`src/rtl/fcc_pkg.sv`:
```
package fcc_pkg;

  localparam int unsigned TEMP_W  = 8;
  localparam int unsigned LEVEL_W = 8;
  localparam int unsigned RPM_W   = 16;
  localparam int unsigned COUNT_W = 16;
  localparam int unsigned RATE_W  = 6;
  localparam int unsigned ALARM_W = 2;
  localparam int unsigned REG_IDX_W = 4;

  // PWM duty levels.
  localparam logic [LEVEL_W-1:0] PWM_LOW = 8'd64;
  localparam logic [LEVEL_W-1:0] PWM_MID = 8'd128;
  localparam logic [LEVEL_W-1:0] PWM_TOP = 8'd255;

  // Alarm request codes.
  localparam logic [ALARM_W-1:0] ALARM_NONE     = 2'd0;
  localparam logic [ALARM_W-1:0] ALARM_OVERTEMP = 2'd1;
  localparam logic [ALARM_W-1:0] ALARM_FANFAIL  = 2'd2;

  // Item kinds.
  localparam logic FUNC_PULSE = 1'b0;
  localparam logic FUNC_TICK  = 1'b1;

  // Register indexes.
  localparam logic [REG_IDX_W-1:0] REG_OVERTEMP = 4'd0;
  localparam logic [REG_IDX_W-1:0] REG_FAN_ON   = 4'd1;
  localparam logic [REG_IDX_W-1:0] REG_FAN_OFF  = 4'd2;
  localparam logic [REG_IDX_W-1:0] REG_LOW_LVL  = 4'd3;
  localparam logic [REG_IDX_W-1:0] REG_MID_LVL  = 4'd4;
  localparam logic [REG_IDX_W-1:0] REG_TOP_LVL  = 4'd5;
  localparam logic [REG_IDX_W-1:0] REG_AUTO     = 4'd6;
  localparam logic [REG_IDX_W-1:0] REG_RATE     = 4'd7;

  // Register reset values.
  localparam logic [TEMP_W-1:0] RST_OVERTEMP = 8'd80;
  localparam logic [TEMP_W-1:0] RST_FAN_ON   = 8'd40;
  localparam logic [TEMP_W-1:0] RST_FAN_OFF  = 8'd35;
  localparam logic [TEMP_W-1:0] RST_LOW_LVL  = 8'd40;
  localparam logic [TEMP_W-1:0] RST_MID_LVL  = 8'd55;
  localparam logic [TEMP_W-1:0] RST_TOP_LVL  = 8'd70;
  localparam logic              RST_AUTO     = 1'b1;
  localparam logic [RATE_W-1:0] RST_RATE     = 6'd30;

  typedef struct packed {
    logic [TEMP_W-1:0] alarm_temp;
    logic [TEMP_W-1:0] start_temp;
    logic [TEMP_W-1:0] stop_temp;
    logic [TEMP_W-1:0] low_level_threshold;
    logic [TEMP_W-1:0] mid_level_threshold;
    logic [TEMP_W-1:0] top_level_threshold;
    logic              auto_mode;
    logic [RATE_W-1:0] rpm_per_pulse;
  } cfg_t;

  typedef struct packed {
    logic              func;
    logic [TEMP_W-1:0] temperature;
    logic              load_on;
    logic              alarm_active;
  } item_t;

  typedef struct packed {
    logic               fan_enable;
    logic [LEVEL_W-1:0] pwm_level;
    logic [RPM_W-1:0]   fan_rpm;
    logic [ALARM_W-1:0] alarm_request;
  } result_t;

endpackage

```
`src/rtl/fan_cooling_controller.sv`:
```
// Fan cooling controller.
// Input channel (in_valid/in_stall): each word is either a tach pulse (in_func = 0),
// which bumps a saturating pulse counter, or a cooling tick (in_func = 1) carrying
// temperature, load state and the external alarm flag. Every input word yields
// exactly one result word on the output channel (out_valid/out_stall) giving the
// fan enable, PWM level, last measured rpm and any alarm request.
// Thresholds, auto mode and rpm per pulse are set through the cfg_ write channel,
// which is always ready; writes should only be made while the block is idle.
// An accepted word passes through the input register, then the compare and 16x6
// multiply logic feeding the output register. Throughput is one word per cycle
// unless the receiver stalls; the input register and output register form a
// two-deep pipeline, so a new word is taken while a result is still waiting.
// When the receiver stalls, the result holds and the input register fills; in_stall
// rises only once both stages are occupied.
// Synchronous reset clears the pipeline, the fan state, counters and level, and
// loads the configuration registers with their default values.
module fan_cooling_controller (
  input  logic                          clk,
  input  logic                          rst_n,
  input  logic                          in_valid,
  output logic                          in_stall,
  input  logic                          in_func,
  input  logic [fcc_pkg::TEMP_W-1:0]    in_temperature,
  input  logic                          in_load_on,
  input  logic                          in_alarm_active,
  output logic                          out_valid,
  input  logic                          out_stall,
  output logic                          out_fan_enable,
  output logic [fcc_pkg::LEVEL_W-1:0]   out_pwm_level,
  output logic [fcc_pkg::RPM_W-1:0]     out_fan_rpm,
  output logic [fcc_pkg::ALARM_W-1:0]   out_alarm_request,
  input  logic                          cfg_valid,
  output logic                          cfg_ready,
  input  logic [fcc_pkg::REG_IDX_W-1:0] cfg_index,
  input  logic [fcc_pkg::TEMP_W-1:0]    cfg_data
);

  fcc_pkg::cfg_t    cfg;
  fcc_pkg::item_t   item_r;
  fcc_pkg::result_t result, result_r;
  logic             s1_valid_r, s1_valid_nxt;
  logic             out_valid_r, out_valid_nxt;
  logic             in_take;
  logic             s1_go;
  logic             s1_fire;

  assign cfg_ready = 1'b1;

  fcc_cfg_regs u_cfg (
    .clk      (clk),
    .rst_n    (rst_n),
    .wr_en    (cfg_valid && cfg_ready),
    .wr_index (cfg_index),
    .wr_data  (cfg_data),
    .cfg      (cfg)
  );

  // The first stage moves on whenever the output register is empty or being taken.
  assign s1_go    = !out_valid_r || !out_stall;
  assign s1_fire  = s1_valid_r && s1_go;
  assign in_stall = s1_valid_r && !s1_go;
  assign in_take  = in_valid && !in_stall;

  always_comb begin
    s1_valid_nxt = s1_valid_r;
    if (in_take) begin
      s1_valid_nxt = 1'b1;
    end else if (s1_fire) begin
      s1_valid_nxt = 1'b0;
    end
    out_valid_nxt = out_valid_r;
    if (s1_fire) begin
      out_valid_nxt = 1'b1;
    end else if (!out_stall) begin
      out_valid_nxt = 1'b0;
    end
  end

  always_ff @(posedge clk) begin
    if (!rst_n) begin
      s1_valid_r  <= 1'b0;
      out_valid_r <= 1'b0;
    end else begin
      s1_valid_r  <= s1_valid_nxt;
      out_valid_r <= out_valid_nxt;
    end
  end

  always_ff @(posedge clk) begin
    if (in_take) begin
      item_r.func         <= in_func;
      item_r.temperature  <= in_temperature;
      item_r.load_on      <= in_load_on;
      item_r.alarm_active <= in_alarm_active;
    end
    if (s1_fire) begin
      result_r <= result;
    end
  end

  fcc_core u_core (
    .clk    (clk),
    .rst_n  (rst_n),
    .en     (s1_fire),
    .item   (item_r),
    .cfg    (cfg),
    .result (result)
  );

  assign out_valid         = out_valid_r;
  assign out_fan_enable    = result_r.fan_enable;
  assign out_pwm_level     = result_r.pwm_level;
  assign out_fan_rpm       = result_r.fan_rpm;
  assign out_alarm_request = result_r.alarm_request;

  a_alarm_code: assert property (@(posedge clk) disable iff (!rst_n)
    out_valid_r |-> (out_alarm_request == fcc_pkg::ALARM_NONE
                     || out_alarm_request == fcc_pkg::ALARM_OVERTEMP
                     || out_alarm_request == fcc_pkg::ALARM_FANFAIL))
    else $error("alarm request carries an unused code");

  a_fanfail_running: assert property (@(posedge clk) disable iff (!rst_n)
    (out_valid_r && out_alarm_request == fcc_pkg::ALARM_FANFAIL)
      |-> (out_fan_enable && out_fan_rpm == '0))
    else $error("fan failure reported without a running fan at zero rpm");

  a_stall_full: assert property (@(posedge clk) disable iff (!rst_n)
    in_stall |-> (s1_valid_r && out_valid_r))
    else $error("input stalled while the pipeline has room");

  a_result_loaded: assert property (@(posedge clk) disable iff (!rst_n)
    s1_fire |=> out_valid_r)
    else $error("result register not filled after the first stage moved on");

endmodule

```
`src/rtl/fcc_cfg_regs.sv`:
```
module fcc_cfg_regs (
  input  logic                          clk,
  input  logic                          rst_n,
  input  logic                          wr_en,
  input  logic [fcc_pkg::REG_IDX_W-1:0] wr_index,
  input  logic [fcc_pkg::TEMP_W-1:0]    wr_data,
  output fcc_pkg::cfg_t                 cfg
);

  fcc_pkg::cfg_t cfg_r, cfg_nxt;

  always_comb begin
    cfg_nxt = cfg_r;
    if (wr_en) begin
      unique case (wr_index)
        fcc_pkg::REG_OVERTEMP: cfg_nxt.alarm_temp          = wr_data;
        fcc_pkg::REG_FAN_ON:   cfg_nxt.start_temp          = wr_data;
        fcc_pkg::REG_FAN_OFF:  cfg_nxt.stop_temp           = wr_data;
        fcc_pkg::REG_LOW_LVL:  cfg_nxt.low_level_threshold = wr_data;
        fcc_pkg::REG_MID_LVL:  cfg_nxt.mid_level_threshold = wr_data;
        fcc_pkg::REG_TOP_LVL:  cfg_nxt.top_level_threshold = wr_data;
        fcc_pkg::REG_AUTO:     cfg_nxt.auto_mode           = wr_data[0];
        fcc_pkg::REG_RATE:     cfg_nxt.rpm_per_pulse       = wr_data[fcc_pkg::RATE_W-1:0];
        default: ; // Writes to unused indexes are dropped.
      endcase
    end
  end

  always_ff @(posedge clk) begin
    if (!rst_n) begin
      cfg_r.alarm_temp          <= fcc_pkg::RST_OVERTEMP;
      cfg_r.start_temp          <= fcc_pkg::RST_FAN_ON;
      cfg_r.stop_temp           <= fcc_pkg::RST_FAN_OFF;
      cfg_r.low_level_threshold <= fcc_pkg::RST_LOW_LVL;
      cfg_r.mid_level_threshold <= fcc_pkg::RST_MID_LVL;
      cfg_r.top_level_threshold <= fcc_pkg::RST_TOP_LVL;
      cfg_r.auto_mode           <= fcc_pkg::RST_AUTO;
      cfg_r.rpm_per_pulse       <= fcc_pkg::RST_RATE;
    end else begin
      cfg_r <= cfg_nxt;
    end
  end

  assign cfg = cfg_r;

endmodule

```
`src/rtl/fcc_core.sv`:
```
module fcc_core (
  input  logic             clk,
  input  logic             rst_n,
  input  logic             en,
  input  fcc_pkg::item_t   item,
  input  fcc_pkg::cfg_t    cfg,
  output fcc_pkg::result_t result
);

  localparam int unsigned PROD_W = fcc_pkg::COUNT_W + fcc_pkg::RATE_W;

  logic                          fan_running_r, fan_running_nxt;
  logic [fcc_pkg::COUNT_W-1:0]   pulse_count_r, pulse_count_nxt;
  logic [fcc_pkg::RPM_W-1:0]     speed_rpm_r, speed_rpm_nxt;
  logic [fcc_pkg::LEVEL_W-1:0]   duty_level_r, duty_level_nxt;
  logic [fcc_pkg::ALARM_W-1:0]   alarm;
  logic [PROD_W-1:0]             prod;
  logic [fcc_pkg::RPM_W-1:0]     speed_sat;
  logic                          overtemp;
  logic                          stop_fan;

  assign prod = {{fcc_pkg::RATE_W{1'b0}}, pulse_count_r}
              * {{fcc_pkg::COUNT_W{1'b0}}, cfg.rpm_per_pulse};
  assign speed_sat = (prod[PROD_W-1:fcc_pkg::RPM_W] != '0) ? '1
                                                            : prod[fcc_pkg::RPM_W-1:0];

  assign overtemp = item.load_on && (item.temperature >= cfg.alarm_temp)
                    && !item.alarm_active;
  assign stop_fan = !item.load_on && (item.temperature <= cfg.stop_temp)
                    && cfg.auto_mode;

  always_comb begin
    fan_running_nxt = fan_running_r;
    pulse_count_nxt = pulse_count_r;
    speed_rpm_nxt   = speed_rpm_r;
    duty_level_nxt  = duty_level_r;
    alarm           = fcc_pkg::ALARM_NONE;

    if (item.func == fcc_pkg::FUNC_PULSE) begin
      if (pulse_count_r != '1) begin
        pulse_count_nxt = pulse_count_r + 1'b1;
      end
    end else begin
      if (overtemp) begin
        alarm = fcc_pkg::ALARM_OVERTEMP;
      end else if (fan_running_r) begin
        if (stop_fan) begin
          fan_running_nxt = 1'b0;
        end else begin
          speed_rpm_nxt   = speed_sat;
          pulse_count_nxt = '0;
          if ((speed_sat == '0) && !item.alarm_active) begin
            alarm = fcc_pkg::ALARM_FANFAIL;
          end
        end
      end else if (item.load_on && (item.temperature >= cfg.start_temp)) begin
        fan_running_nxt = 1'b1;
      end

      // A fan that has just stopped has fan_running_nxt low, so it keeps its level.
      if (fan_running_nxt) begin
        if (item.temperature >= cfg.top_level_threshold) begin
          duty_level_nxt = fcc_pkg::PWM_TOP;
        end else if (item.temperature >= cfg.mid_level_threshold) begin
          duty_level_nxt = fcc_pkg::PWM_MID;
        end else if (item.temperature >= cfg.low_level_threshold) begin
          duty_level_nxt = fcc_pkg::PWM_LOW;
        end
      end
    end
  end

  always_ff @(posedge clk) begin
    if (!rst_n) begin
      fan_running_r <= 1'b0;
      pulse_count_r <= '0;
      speed_rpm_r   <= '0;
      duty_level_r  <= '0;
    end else if (en) begin
      fan_running_r <= fan_running_nxt;
      pulse_count_r <= pulse_count_nxt;
      speed_rpm_r   <= speed_rpm_nxt;
      duty_level_r  <= duty_level_nxt;
    end
  end

  assign result.fan_enable    = fan_running_nxt;
  assign result.pwm_level     = duty_level_nxt;
  assign result.fan_rpm       = speed_rpm_nxt;
  assign result.alarm_request = alarm;

endmodule
```
`config.mk`:
```
export PLATFORM = sky130hd
export DESIGN_NAME = fan_cooling_controller
export DESIGN_NICKNAME = d
export VERILOG_FILES = /design/src/rtl/fcc_pkg.sv /design/src/rtl/fan_cooling_controller.sv /design/src/rtl/fcc_cfg_regs.sv /design/src/rtl/fcc_core.sv
export SDC_FILE = /design/constraint.sdc
export NUM_CORES = 1
export LEC_CHECK = 0
export BUFFER_PORTS_ARGS = -buffer_cell sky130_fd_sc_hd__buf_2
export CAP_MARGIN = 20
export CORE_MARGIN = 10
export CORE_UTILIZATION = 50
export CTS_BUF_LIST = sky130_fd_sc_hd__clkbuf_16
export CTS_CLUSTER_DIAMETER = 100
export DETAILED_ROUTE_END_ITERATION = 10
export PLACE_DENSITY_LB_ADDON = 0.15
export SETUP_SLACK_MARGIN = 0.15
export SLEW_MARGIN = 10
export SYNTH_ARGS = -nofsm -noshare
export SYNTH_HDL_FRONTEND = slang
export SYNTH_SLANG_ARGS = --single-unit
```
`constraint.sdc`:
```
create_clock -name clk -period 4.5 [get_ports clk]
set_input_delay 0.225 -clock clk [delete_from_list [all_inputs] [get_ports clk]]
set_output_delay 0.225 -clock clk [all_outputs]
set_load 0.03 [all_outputs]
```
# Word level (Yosys, flattened, before mapping)
# Cells that the tools add are included.
# W data, S select, Z words.
dict set report word_totals {
  regBits 136
  latch_bits 0
  ramBits 0
  rom_bits 0
  output_inout_bits 30
  wordCells 105
  memories 0
}
dict set report classes {
  n_addsub 1
  mul 1
  div 0
  magnitude_cmp 6
  eq_ne 12
  shifts 0
  mux 29
  bitwise 2
  n_reduce_logical 31
}
# op count
set ops {}
lappend ops {{$mux W16} 10}
lappend ops {{$ge A8 B8 Y1} 5}
lappend ops {{$mux W8} 5}
lappend ops {{$mul A16 B6 Y22} 1}
lappend ops {{$add A16 B1 Y16 const B} 1}
lappend ops {{$eq A4 B3 Y1 const B} 4}
lappend ops {{$logic_not A16 Y1} 1}
lappend ops {{$ne A16 B16 Y1 const B} 1}
lappend ops {{$reduce_and A2 Y1} 8}
lappend ops {{$mux W1} 13}
lappend ops {{$logic_and A1 B1 Y1} 9}
lappend ops {{$eq A4 B2 Y1 const B} 2}
lappend ops {{$le A8 B8 Y1} 1}
lappend ops {{$logic_not A1 Y1} 6}
lappend ops {{$reduce_bool A6 Y1} 1}
lappend ops {{$reduce_and A5 Y1} 1}
lappend ops {{$eq A4 B1 Y1 const B} 1}
lappend ops {{$logic_not A4 Y1} 1}
lappend ops {{$ne A2 B1 Y1 const B} 2}
lappend ops {{$ne A2 B2 Y1 const B} 2}
lappend ops {{$reduce_bool A2 Y1} 2}
lappend ops {{$reduce_or A4 Y1} 1}
lappend ops {{$mux W2} 1}
lappend ops {{$not A1 Y1} 2}
lappend ops {{$logic_or A1 B1 Y1} 1}

# Depth between registers and ports, before layout
# Gate-level depths: netlist (run 1).
dict set report logic_depth {
  ltp_word 9
  mapped_depth 18
}

# By module
# A second synthesis (run 1) with hierarchy kept.
dict set report unflattened {
  hier_cells 1018
  hier_area_um2 9686.8
}
# mod instances cells_per_inst area_each_um2 seq_area_each_um2
set by_module_without_submodules {}
lappend by_module_without_submodules {fcc_core 1 752 6283.5 820.8}
lappend by_module_without_submodules {fcc_cfg_regs 1 218 2167.1 1101.1}
lappend by_module_without_submodules {fan_cooling_controller 1 48 1236.2 1181.1}

# Least setup slack after synthesis (run 1)
# OpenSTA, ideal clock, no wires.
dict set report synth_timing {
  path_type {flip-flop to flip-flop}
  startpoint {reg u_core.pulse_count_r[3] (netlist name)}
  endpoint {reg result_r, in the netlist out_fan_rpm[1], data pin}
  setup_ns 0.278
  arrival_ns 4.346
  required_time_ns 4.222
  setup_slack_ns -0.124
  path_stages_with_launch 17
  synth_period_minus_slack_ns 4.624
  path_cell_list {dfxtp_1 -> clkbuf_1 -> and2_1 -> fa_1 -> fa_1 -> inv_1 -> fa_1 -> inv_1 -> ha_1 -> a21o_1 -> a221o_1 -> a21o_1 -> a21oi_1 -> xnor2_1 -> nor4_4 -> buf_4 -> a41oi_1}
}
# item line
set synth_rtl {}
lappend synth_rtl {{from (decl)} fcc_core.sv:13} ;# logic [fcc_pkg::COUNT_W-1:0] pulse_count_r, pulse_count_nxt;
lappend synth_rtl {{from (signal assigned)} fcc_core.sv:81} ;# pulse_count_r <= pulse_count_nxt;
lappend synth_rtl {{to (signal assigned)} fan_cooling_controller.sv:97} ;# result_r <= result;
lappend synth_rtl {{to (decl)} fan_cooling_controller.sv:40} ;# fcc_pkg::result_t result, result_r;

# Worst setup path after layout (run 1)
dict set report layout_timing {
  startpoint {reg u_cfg.cfg_r, in the netlist u_cfg.cfg[0]}
  endpoint {reg result_r, in the netlist out_alarm_request[1], data pin}
}
dict set report layout_between {
  elab_chain_cells 6
}
# item line
set layout_rtl {}
lappend layout_rtl {{from (decl)} fcc_cfg_regs.sv:10} ;# fcc_pkg::cfg_t cfg_r, cfg_nxt;
lappend layout_rtl {{from (signal assigned)} fcc_cfg_regs.sv:40} ;# cfg_r <= cfg_nxt;
lappend layout_rtl {{$mul A16 B6 Y22 (*)} fcc_core.sv:23} ;# * {{fcc_pkg::COUNT_W{1'b0}}, cfg.rpm_per_pulse};
lappend layout_rtl {{$reduce_bool A6 Y1} fcc_core.sv:24} ;# assign speed_sat = (prod[PROD_W-1:fcc_pkg::RPM_W] != '0) ? '1
lappend layout_rtl {{$mux W16 (*)} fcc_core.sv:24}
lappend layout_rtl {{$logic_not A16 Y1 (*)} fcc_core.sv:52} ;# if ((speed_sat == '0) && !item.alarm_active) begin
lappend layout_rtl {{$logic_and A1 B1 Y1 (*)} fcc_core.sv:52}
lappend layout_rtl {{$mux W2 (*)} fcc_core.sv:52}
# Mark *: on every way between the ends. The rest lies on a longest branch, timed or not.
# A chain may end at the register's enable or synchronous reset.

==> implementation parameters, run 1 <==
Parameter                              Value

Status
  Result of the run    completed

Worst setup path
  WP data required    4680 ps
  End of the critical path    out_alarm_request[1]$_SDFFCE_PP0P_
  R2R Path End    out_alarm_request[1]$_SDFFCE_PP0P_
  CP Capture Type    flip-flop
  Setup slack of the worst register-to-register path    slightly below 40 ps
  Type of origin of the critical path    flip-flop
  Timing startpoint of the critical path    u_cfg.cfg[0]$_SDFFE_PN0P_
  Max FO, Critical Path    24
  Critical setup path kind    flip-flop to flip-flop
  Startpoint of the worst register-to-register path    u_cfg.cfg[0]$_SDFFE_PN0P_
  R2R depth    15
  Arrival time reported for the critical path endpoint    around 4600 ps

Detailed routing
  DRT Pass-1 Iters    5
  Detailed router's first-iteration violation count    about 320
  Total via count after detailed routing    7817
  Residual antenna-violating net count after detailed routing    0
  DRC violation count after routing    0
  Average wire length per cell after detail routing    16.1 µm
  Ratio of routed vias to standard cells    about 5.4
  Total routed wirelength    roughly 23000 µm

GRT
  Layer carrying the most global-route usage    met2
  Met1 GRT Util    22.3%
  Wire length of the first global-routing pass    39100 µm
  Met3 track demand over resource    4.16%
  Number of antenna violations at the first check in global routing    0
  Total global routing overflow    0
  Number of global-route vias before repair    7995
  Grt met2 use    32.3%
  Combined global-route utilization of all metal layers    18.4%
  Largest net degree at the start of global routing    46

Timing
  Final period util    99.1%
  Actual transition at the worst max-transition pin    894 ps
  Number of max-slew violations in the final report    0
  Worst Hold Slack    ~20 ps
  Final critical path time including I/O delays and setup    4460 ps
  Hold violation count in the final report    0
  Max frequency    224 MHz
  Least setup slack across all paths after layout    38.8 ps
  RSZ-0062 raised after global routing    true
  Setup Viol. Count Final    0
  Relative max-transition margin    40.4%
  Clock skew after layout    12.6 ps

Clocking
  Deepest clock path buffer count    2
  Clk Tree Root Cell    clkbuf_16
  Maximum level of the CTS H-tree    4
  Clock latency on the worst-skew pair    around 440 ps
  Clock tree from TritonCTS    built
  Total clock buffers created by CTS    17
  TritonCTS sink count    136
  Reg clk slew, reported paths    ~60 ps

Logic synthesis
  Net Count, Synth    1215
  Most used standard cell by instance count after synthesis    inv_1
  Number of instances in the synthesized netlist    between 1000 and 1500
  Fraction of post-synthesis cell area in the top cell type by area    20.3%
  Cell taking the most area after synthesis    dfxtp_1
  Biggest area contributors in the synthesized netlist    dfxtp_1 (20%), fa_1 (12%), edfxtp_1 (12%)
  Syn. warnings    0
  Yosys reg bits    136
  Most used standard cells in the synthesized netlist    inv_1 (126), dfxtp_1 (98), and2_1 (92)
  Ys async rst share    0%
  Post-synthesis cell area    9650 µm²
  Most frequently used flop master after synthesis    dfxtp_1
  Synth unique cells    62
  Number of flops mapped to enable cells by yosys    38
  Sequential share of the synthesized area    32.2%
  Mean instance size in the synthesized netlist    9.18 µm²

Floorplanning
  Standard-cell rows    50
  Die Height    159 µm
  Chip Width    159 µm
  IO Count    58
  Placeable Area    18800 µm²
  Die area    between 20000 and 30000 µm²
  Initial standard-cell utilization of the core    51.2%

Cells and area
  Non-filler cells, final    1440
  Antenna cells    0
  Area growth syn-to-layout    20.1%
  Net count reported at finish    around 1300
  Layout cells sized above 1    between 10% and 20%
  Fill cells    1612
  Total non-filler cell area in the finished layout    about 12000 µm²

Min path
  Worst min path class    primary input to flip-flop
  Hold path depth    3
  Hold path start    in_valid

Power and ir drop
  Part of the power in registers    a little under half
  Switching power total    roughly 0.00073 W
  Leakage component of the power    between 5 and 6 nW
  Switching part of the total power    25.6%
  Comb power frac    9.2%
  Peak supply drop    0.000287 V
  Clock network power share    44.6%
  Pwr dens    245 nW/µm²
  Cell Int Power    around 0.0021 W

Flow run
  Number of maximum-capacitance constraint violations    0

Placed design
  Post-detail-place hpwl    approximately 17000 µm
  Number of buffers added on ports    56
  Final weighted congestion in routability-driven placement    0.819
  Placed inst area    approximately 11000 µm²
  Post-Place Worst Slack    -155 ps
  Count of placed standard cells including taps    roughly 1400
-- power groups by stage --
stage / sequential, W / combinational [W] / clock (W)
after floorplan: 0.00136 / 0.000149 / 0
after global placement: 0.00134 / 0.000249 / 0
after detailed placement: 0.00134 / 0.000254 / 0
after CTS: 0.00131 / 0.000264 / 0.00129
after global routing: 0.00132 / 0.000293 / 0.00133
final: 0.00131 / 0.000262 / 0.00127
-- worst min-delay path by stage --
stage                               to  slack [ps]
3_5_place_dp       item_r[5]$_DFFE_PP_         400
6_report       s1_valid_r$_SDFFE_PN0P_          20
2_1_floorplan      item_r[0]$_DFFE_PP_         320
4_1_cts        s1_valid_r$_SDFFE_PN0P_          20
5_1_grt        s1_valid_r$_SDFFE_PN0P_          40
3_3_place_gp       item_r[8]$_DFFE_PP_         400
-- area by class of cell --
cell class	count	area (µm²)	share of cell area (%)
multi-input combinational	735	6050	52.2
timing repair buffer	150	1070	9.27
inverter	127	477	4.11
sequential	136	3140	27.1
clock inverter	14	80.1	0.691
tap	260	325	2.81
clock buffer	18	450	3.89
-- routing by layer --
layer	vias up	part of all wire, %
met4	0	1.3
met5	-	0
met3	26	3.3
met1	3793	45
met2	129	50
li1	3869	-
-- state kept, by name, indices dropped and copies added (netlist names), 2 cells and up --
signal	count
out_alarm_request	2
u_cfg.cfg	55
u_core.duty_level_r	8
u_core.pulse_count_r	16
out_fan_rpm	16
item_r	11
u_core.speed_rpm_r	16
out_pwm_level	8
-- worst max-delay path, cell delays in order (launching register included) --
cell	delay [ps]
dfxtp_4	380
and2_1	160
fa_1	530
inv_1	50
fa_1	460
fa_1	510
inv_2	50
ha_4	210
a21o_1	190
a221o_1	380
a21o_1	250
a41o_1	250
nor4_2	340
nor4_4	100
buf_12	170
and4_1	180
-- logic make-up (layout without fill, tap and decap cells) --
family	after synthesis	count (layout)	synth area share, %
XOR/XNOR	13	13	1.18
multiplexers	43	43	4.46
AO/OA/AOI/OAI	217	217	15.0
other	1	1	0.0389
flip-flops	136	136	32.2
buffers and inverters	180	309	7.29
adder cells (fa/ha/maj)	136	136	22.1
AND/OR/NAND/NOR	325	325	17.8
-- cell usage in the layout (no fill, tap or decap), types with 9 or more instances in the layout --
cell / Yosys / layout
a21o_1: 11 / 11
a21oi_1: 56 / 55
a41oi_1: 32 / 26
and2_1: 92 / 84
buf_2: 7 / 56
buf_4: 5 / 76
clkbuf_16: 0 / 18
dfxtp_1: 98 / 81
dfxtp_2: 0 / 11
dlygate4sd3_1: 0 / 11
edfxtp_1: 38 / 38
fa_1: 57 / 56
ha_1: 79 / 73
inv_1: 126 / 122
mux2i_1: 43 / 43
nand2_1: 71 / 71
nand2b_1: 10 / 10
nand3_1: 19 / 19
nor2_1: 68 / 68
o211ai_1: 13 / 13
o21ai_0: 47 / 45
o31ai_1: 19 / 19
or3_1: 9 / 9
or4_1: 9 / 9
-- repair_timing --
| item | in CTS | in global routing |
|---|---|---|
| endpoints found under the hold margin | 11 | 0 |
| gates resized for setup | 33 | 9 |
| pin swaps | 8 | 2 |
| setup endpoints to repair | 33 | 33 |
| gates cloned | 0 | 1 |
| setup buffers | 1 | 0 |
| hold buffers | 11 | 0 |
-- through the flow --
step	TNS [ps]	util (%)	power [W]
global placement	-807	57.4	0.00159
floorplan	0	-	0.00151
finish	0	61.6	0.00284
CTS	0	61.4	0.00286
detailed placement	-2630	57.4	0.00160
global route	-4080	61.6	0.00294
Power figures use the tool's default switching activity.
==> run 2, diff against run 1 <==
--- a/config.mk
+++ b/config.mk
@@ -7,12 +7,13 @@
 export LEC_CHECK = 0
 export BUFFER_PORTS_ARGS = -buffer_cell sky130_fd_sc_hd__buf_2
 export CAP_MARGIN = 20
+export CORE_ASPECT_RATIO = 0.8
 export CORE_MARGIN = 10
 export CORE_UTILIZATION = 50
 export CTS_BUF_LIST = sky130_fd_sc_hd__clkbuf_16
 export CTS_CLUSTER_DIAMETER = 100
 export DETAILED_ROUTE_END_ITERATION = 10
-export PLACE_DENSITY_LB_ADDON = 0.15
+export PLACE_DENSITY = 0.75
 export SETUP_SLACK_MARGIN = 0.15
 export SLEW_MARGIN = 10
 export SYNTH_ARGS = -nofsm -noshare
==> run 2 against run 1 <==
Against the previous run:
- the run now ends with negative setup slack left
- combinational power rose by 2%
- clock skew decreased by 5.0 ps
- final cell count is 1.7% lower
- worst setup slack worse by 68 ps
- clock power about the same
- global-route usage is essentially flat
- first-iteration DRC count grew 130%
- maximum frequency decreased by 1.5%
- critical path type unchanged
- highest routed layer unchanged
==> implementation parameters, run 2 (same netlist as run 1, synthesis figures left out) <==
Parameter                              Value

Clocking
  Maximum level of the CTS H-tree    4 (unchanged)
  Clk Tree Root Cell    clkbuf_16
  Clock latency on the worst-skew pair    420 ps (-20 ps)
  Total clock buffers created by CTS    17 (unchanged)
  Deepest clock path buffer count    2 (unchanged)
  TritonCTS sink count    136 (unchanged)
  Clock tree from TritonCTS    built
  Reg clk slew, reported paths    60 ps (about the same)

Detailed routing
  Residual antenna-violating net count after detailed routing    0 (unchanged)
  Ratio of routed vias to standard cells    5.55 (+2.3%)
  Average wire length per cell after detail routing    16.4 µm (+2.2%)
  Detailed router's first-iteration violation count    718 (+130%)
  DRC violation count after routing    0 (unchanged)
  Total routed wirelength    23300 µm (+0.51%)
  Total via count after detailed routing    7861 (+0.56%)
  DRT Pass-1 Iters    5 (unchanged)

Worst setup path
  Type of origin of the critical path    flip-flop
  Worst-path cell chain    buf_4, and2_1, fa_1, fa_1, inv_1, fa_1, inv_1, ha_1, nand2_2, nor3_2, o21ai_0, and2_1, a311oi_2, buf_4, and2b_2, a41oi_1
  Sum of buffers and inverters on the critical path    4 (+1)
  Max FO, Critical Path    13 (-46%)
  CP Capture Type    flip-flop
  Setup slack of the worst register-to-register path    -30 ps (-70 ps)
  Critical setup path kind    flip-flop to flip-flop
  Largest incremental delay on the critical path    550 ps (+20 ps)
  WP data required    4750 ps (+70 ps)
  Slowest cell on crit path    fa_1
  Largest delay share family, worst path    adder cells
  Arrival time reported for the critical path endpoint    4780 ps (+140 ps)
  Most frequent cell on the critical path    fa_1

Floorplanning
  Standard-cell rows    45 (-10%)
  Initial standard-cell utilization of the core    50.9% (-0.39 points)
  Die area    25300 µm² (+0.14%)
  IO Count    58 (unchanged)
  Chip Width    175 µm (+10%)
  Placeable Area    19000 µm² (+0.76%)
  Die Height    144 µm (-9.2%)

Cells and area
  Most common library cell in the layout ignoring fill and taps    inv_1
  Net count reported at finish    1309 (-1.7%)
  Antenna cells    0 (unchanged)
  Layout cells sized above 1    17.8% (-1.7 points)
  Fraction of the core area covered by cells at the end of the flow    60.2% (-1.4 points)
  Highest-count cells in the layout ignoring fill and taps    inv_1 (124), and2_1 (86), dfxtp_1 (83)
  Max FFs per register    55 (unchanged)
  Area growth syn-to-layout    18.3%

Status
  Violated checks    negative setup slack
  Result of the run    finished with violations

Power and ir drop
  Leakage component of the power    5.07 nW (-2.3%)
  Cell Int Power    0.00209 W (-1.1%)
  Part of the power in registers    46.4% (+0.2 points)
  Switching power total    0.000738 W (+1.5%)
  Switching part of the total power    26.1% (+0.50 points)
  Clock network power share    44.2% (-0.4 points)
  Pwr dens    248 nW/µm² (+1.1%)
  Peak supply drop    0.000193 V (-33%)
  Comb power frac    9.4% (+0.2 points)

Timing
  Least setup slack across all paths after layout    -28.8 ps (-67.6 ps)
  RSZ-0062 raised after global routing    true
  Worst Hold Slack    111 ps (+90.3 ps)
  Setup Viol. Count Final    6 (+6)
  Relative max-transition margin    43.8% (+3.4 points)
  Hold violation count in the final report    0 (unchanged)
  Final period util    101% (+1.5 points)
  Final critical path time including I/O delays and setup    4530 ps (+67.6 ps)
  Clock skew after layout    7.64 ps (-4.96 ps)
  Actual transition at the worst max-transition pin    843 ps (-50.9 ps)
  Max frequency    221 MHz (-1.5%)
  Number of max-slew violations in the final report    0 (unchanged)
  Total negative slack    -98.1 ps (-98.1 ps)

GRT
  Number of antenna violations at the first check in global routing    0 (unchanged)
  Largest net degree at the start of global routing    46 (unchanged)
  Number of global-route vias before repair    7648 (-4.3%)
  Wire length of the first global-routing pass    38100 µm (-2.5%)
  Met1 GRT Util    24.4% (+2.1 points)
  Total global routing overflow    0 (unchanged)
  Layer carrying the most global-route usage    met2
  Combined global-route utilization of all metal layers    18.4% (-0.029 points)
  Grt met2 use    29.5% (-2.8 points)
  Met3 track demand over resource    4.22% (+0.064 points)

Min path
  Worst min path class    primary input to flip-flop

Placed design
  Final weighted congestion in routability-driven placement    0.882 (+7.7%)
  Number of buffers added on ports    56 (unchanged)
  Post-Place Worst Slack    -238 ps (-82.6 ps)
  Post-detail-place hpwl    17100 µm (-1.4%)

Flow run
  Number of maximum-capacitance constraint violations    0 (unchanged)
run 2: final timing paths:
path | startpoint | endpoint | cells after the start
setup / recovery | u_cfg.cfg[4]$_SDFFE_PN1P_ | out_fan_rpm[7]$_DFFE_PP_ | 16
hold / removal | cfg_data[7] | u_cfg.cfg[22]$_SDFFE_PN0P_ | 3
setup reg to reg | u_cfg.cfg[4]$_SDFFE_PN1P_ | out_fan_rpm[7]$_DFFE_PP_ | 16
hold reg to reg | u_cfg.cfg[22]$_SDFFE_PN0P_ | u_cfg.cfg[22]$_SDFFE_PN0P_ | 2
run 2: per-stage QoR:
| step | std cells | power [W] | cell area (µm²) |
|---|---|---|---|
| finish | 1416 | 0.00283 | 11400 |
| global route | 1416 | 0.00294 | 11400 |
| CTS | 1413 | 0.00285 | 11300 |
| detailed placement | 1369 | 0.00159 | 10600 |
| global placement | 1367 | 0.00158 | 10600 |
| floorplan | 1051 | 0.00151 | 9820 |
run 2: area by class of cell:
| class | count | area, µm² |
|---|---|---|
| fillers | 1572 | 7560 |
| clock inverters | 15 | 108 |
| inverters | 127 | 477 |
| flip-flops and latches | 136 | 3140 |
| well taps | 258 | 323 |
| clock buffers | 17 | 425 |
| multi-input cells | 736 | 6060 |
| repair buffers | 127 | 882 |
run 2: tightest hold or removal path, cell delays in order:
cell     delay, ps
buf_2          140
nand2_1         60
a21oi_1         50
run 2: repair_timing:
item                                    4_1_cts  5_1_grt
hold buffers                                 11        0
endpoints found under the setup margin       33       33
buffers inserted                              1        2
pin swaps                                     1        2
cloned                                        0        1
endpoints found under the hold margin        11        0
gates resized for setup                      22       12
run 2: per-layer routing:
metal	up-vias	part of all wire [%]
li1	3822	-
met1	3786	47
met2	218	45
met3	35	6.3
met4	0	1.5
met5	-	0
run 2: power groups by stage:
stage / sequential, W / clock (W) / combinational [W]
3_3_place_gp: 0.00134 / 0 / 0.000243
3_5_place_dp: 0.00134 / 0 / 0.000252
4_1_cts: 0.00131 / 0.00127 / 0.000263
6_report: 0.00131 / 0.00125 / 0.000267
5_1_grt: 0.00131 / 0.00133 / 0.000297
2_1_floorplan: 0.00136 / 0 / 0.000149
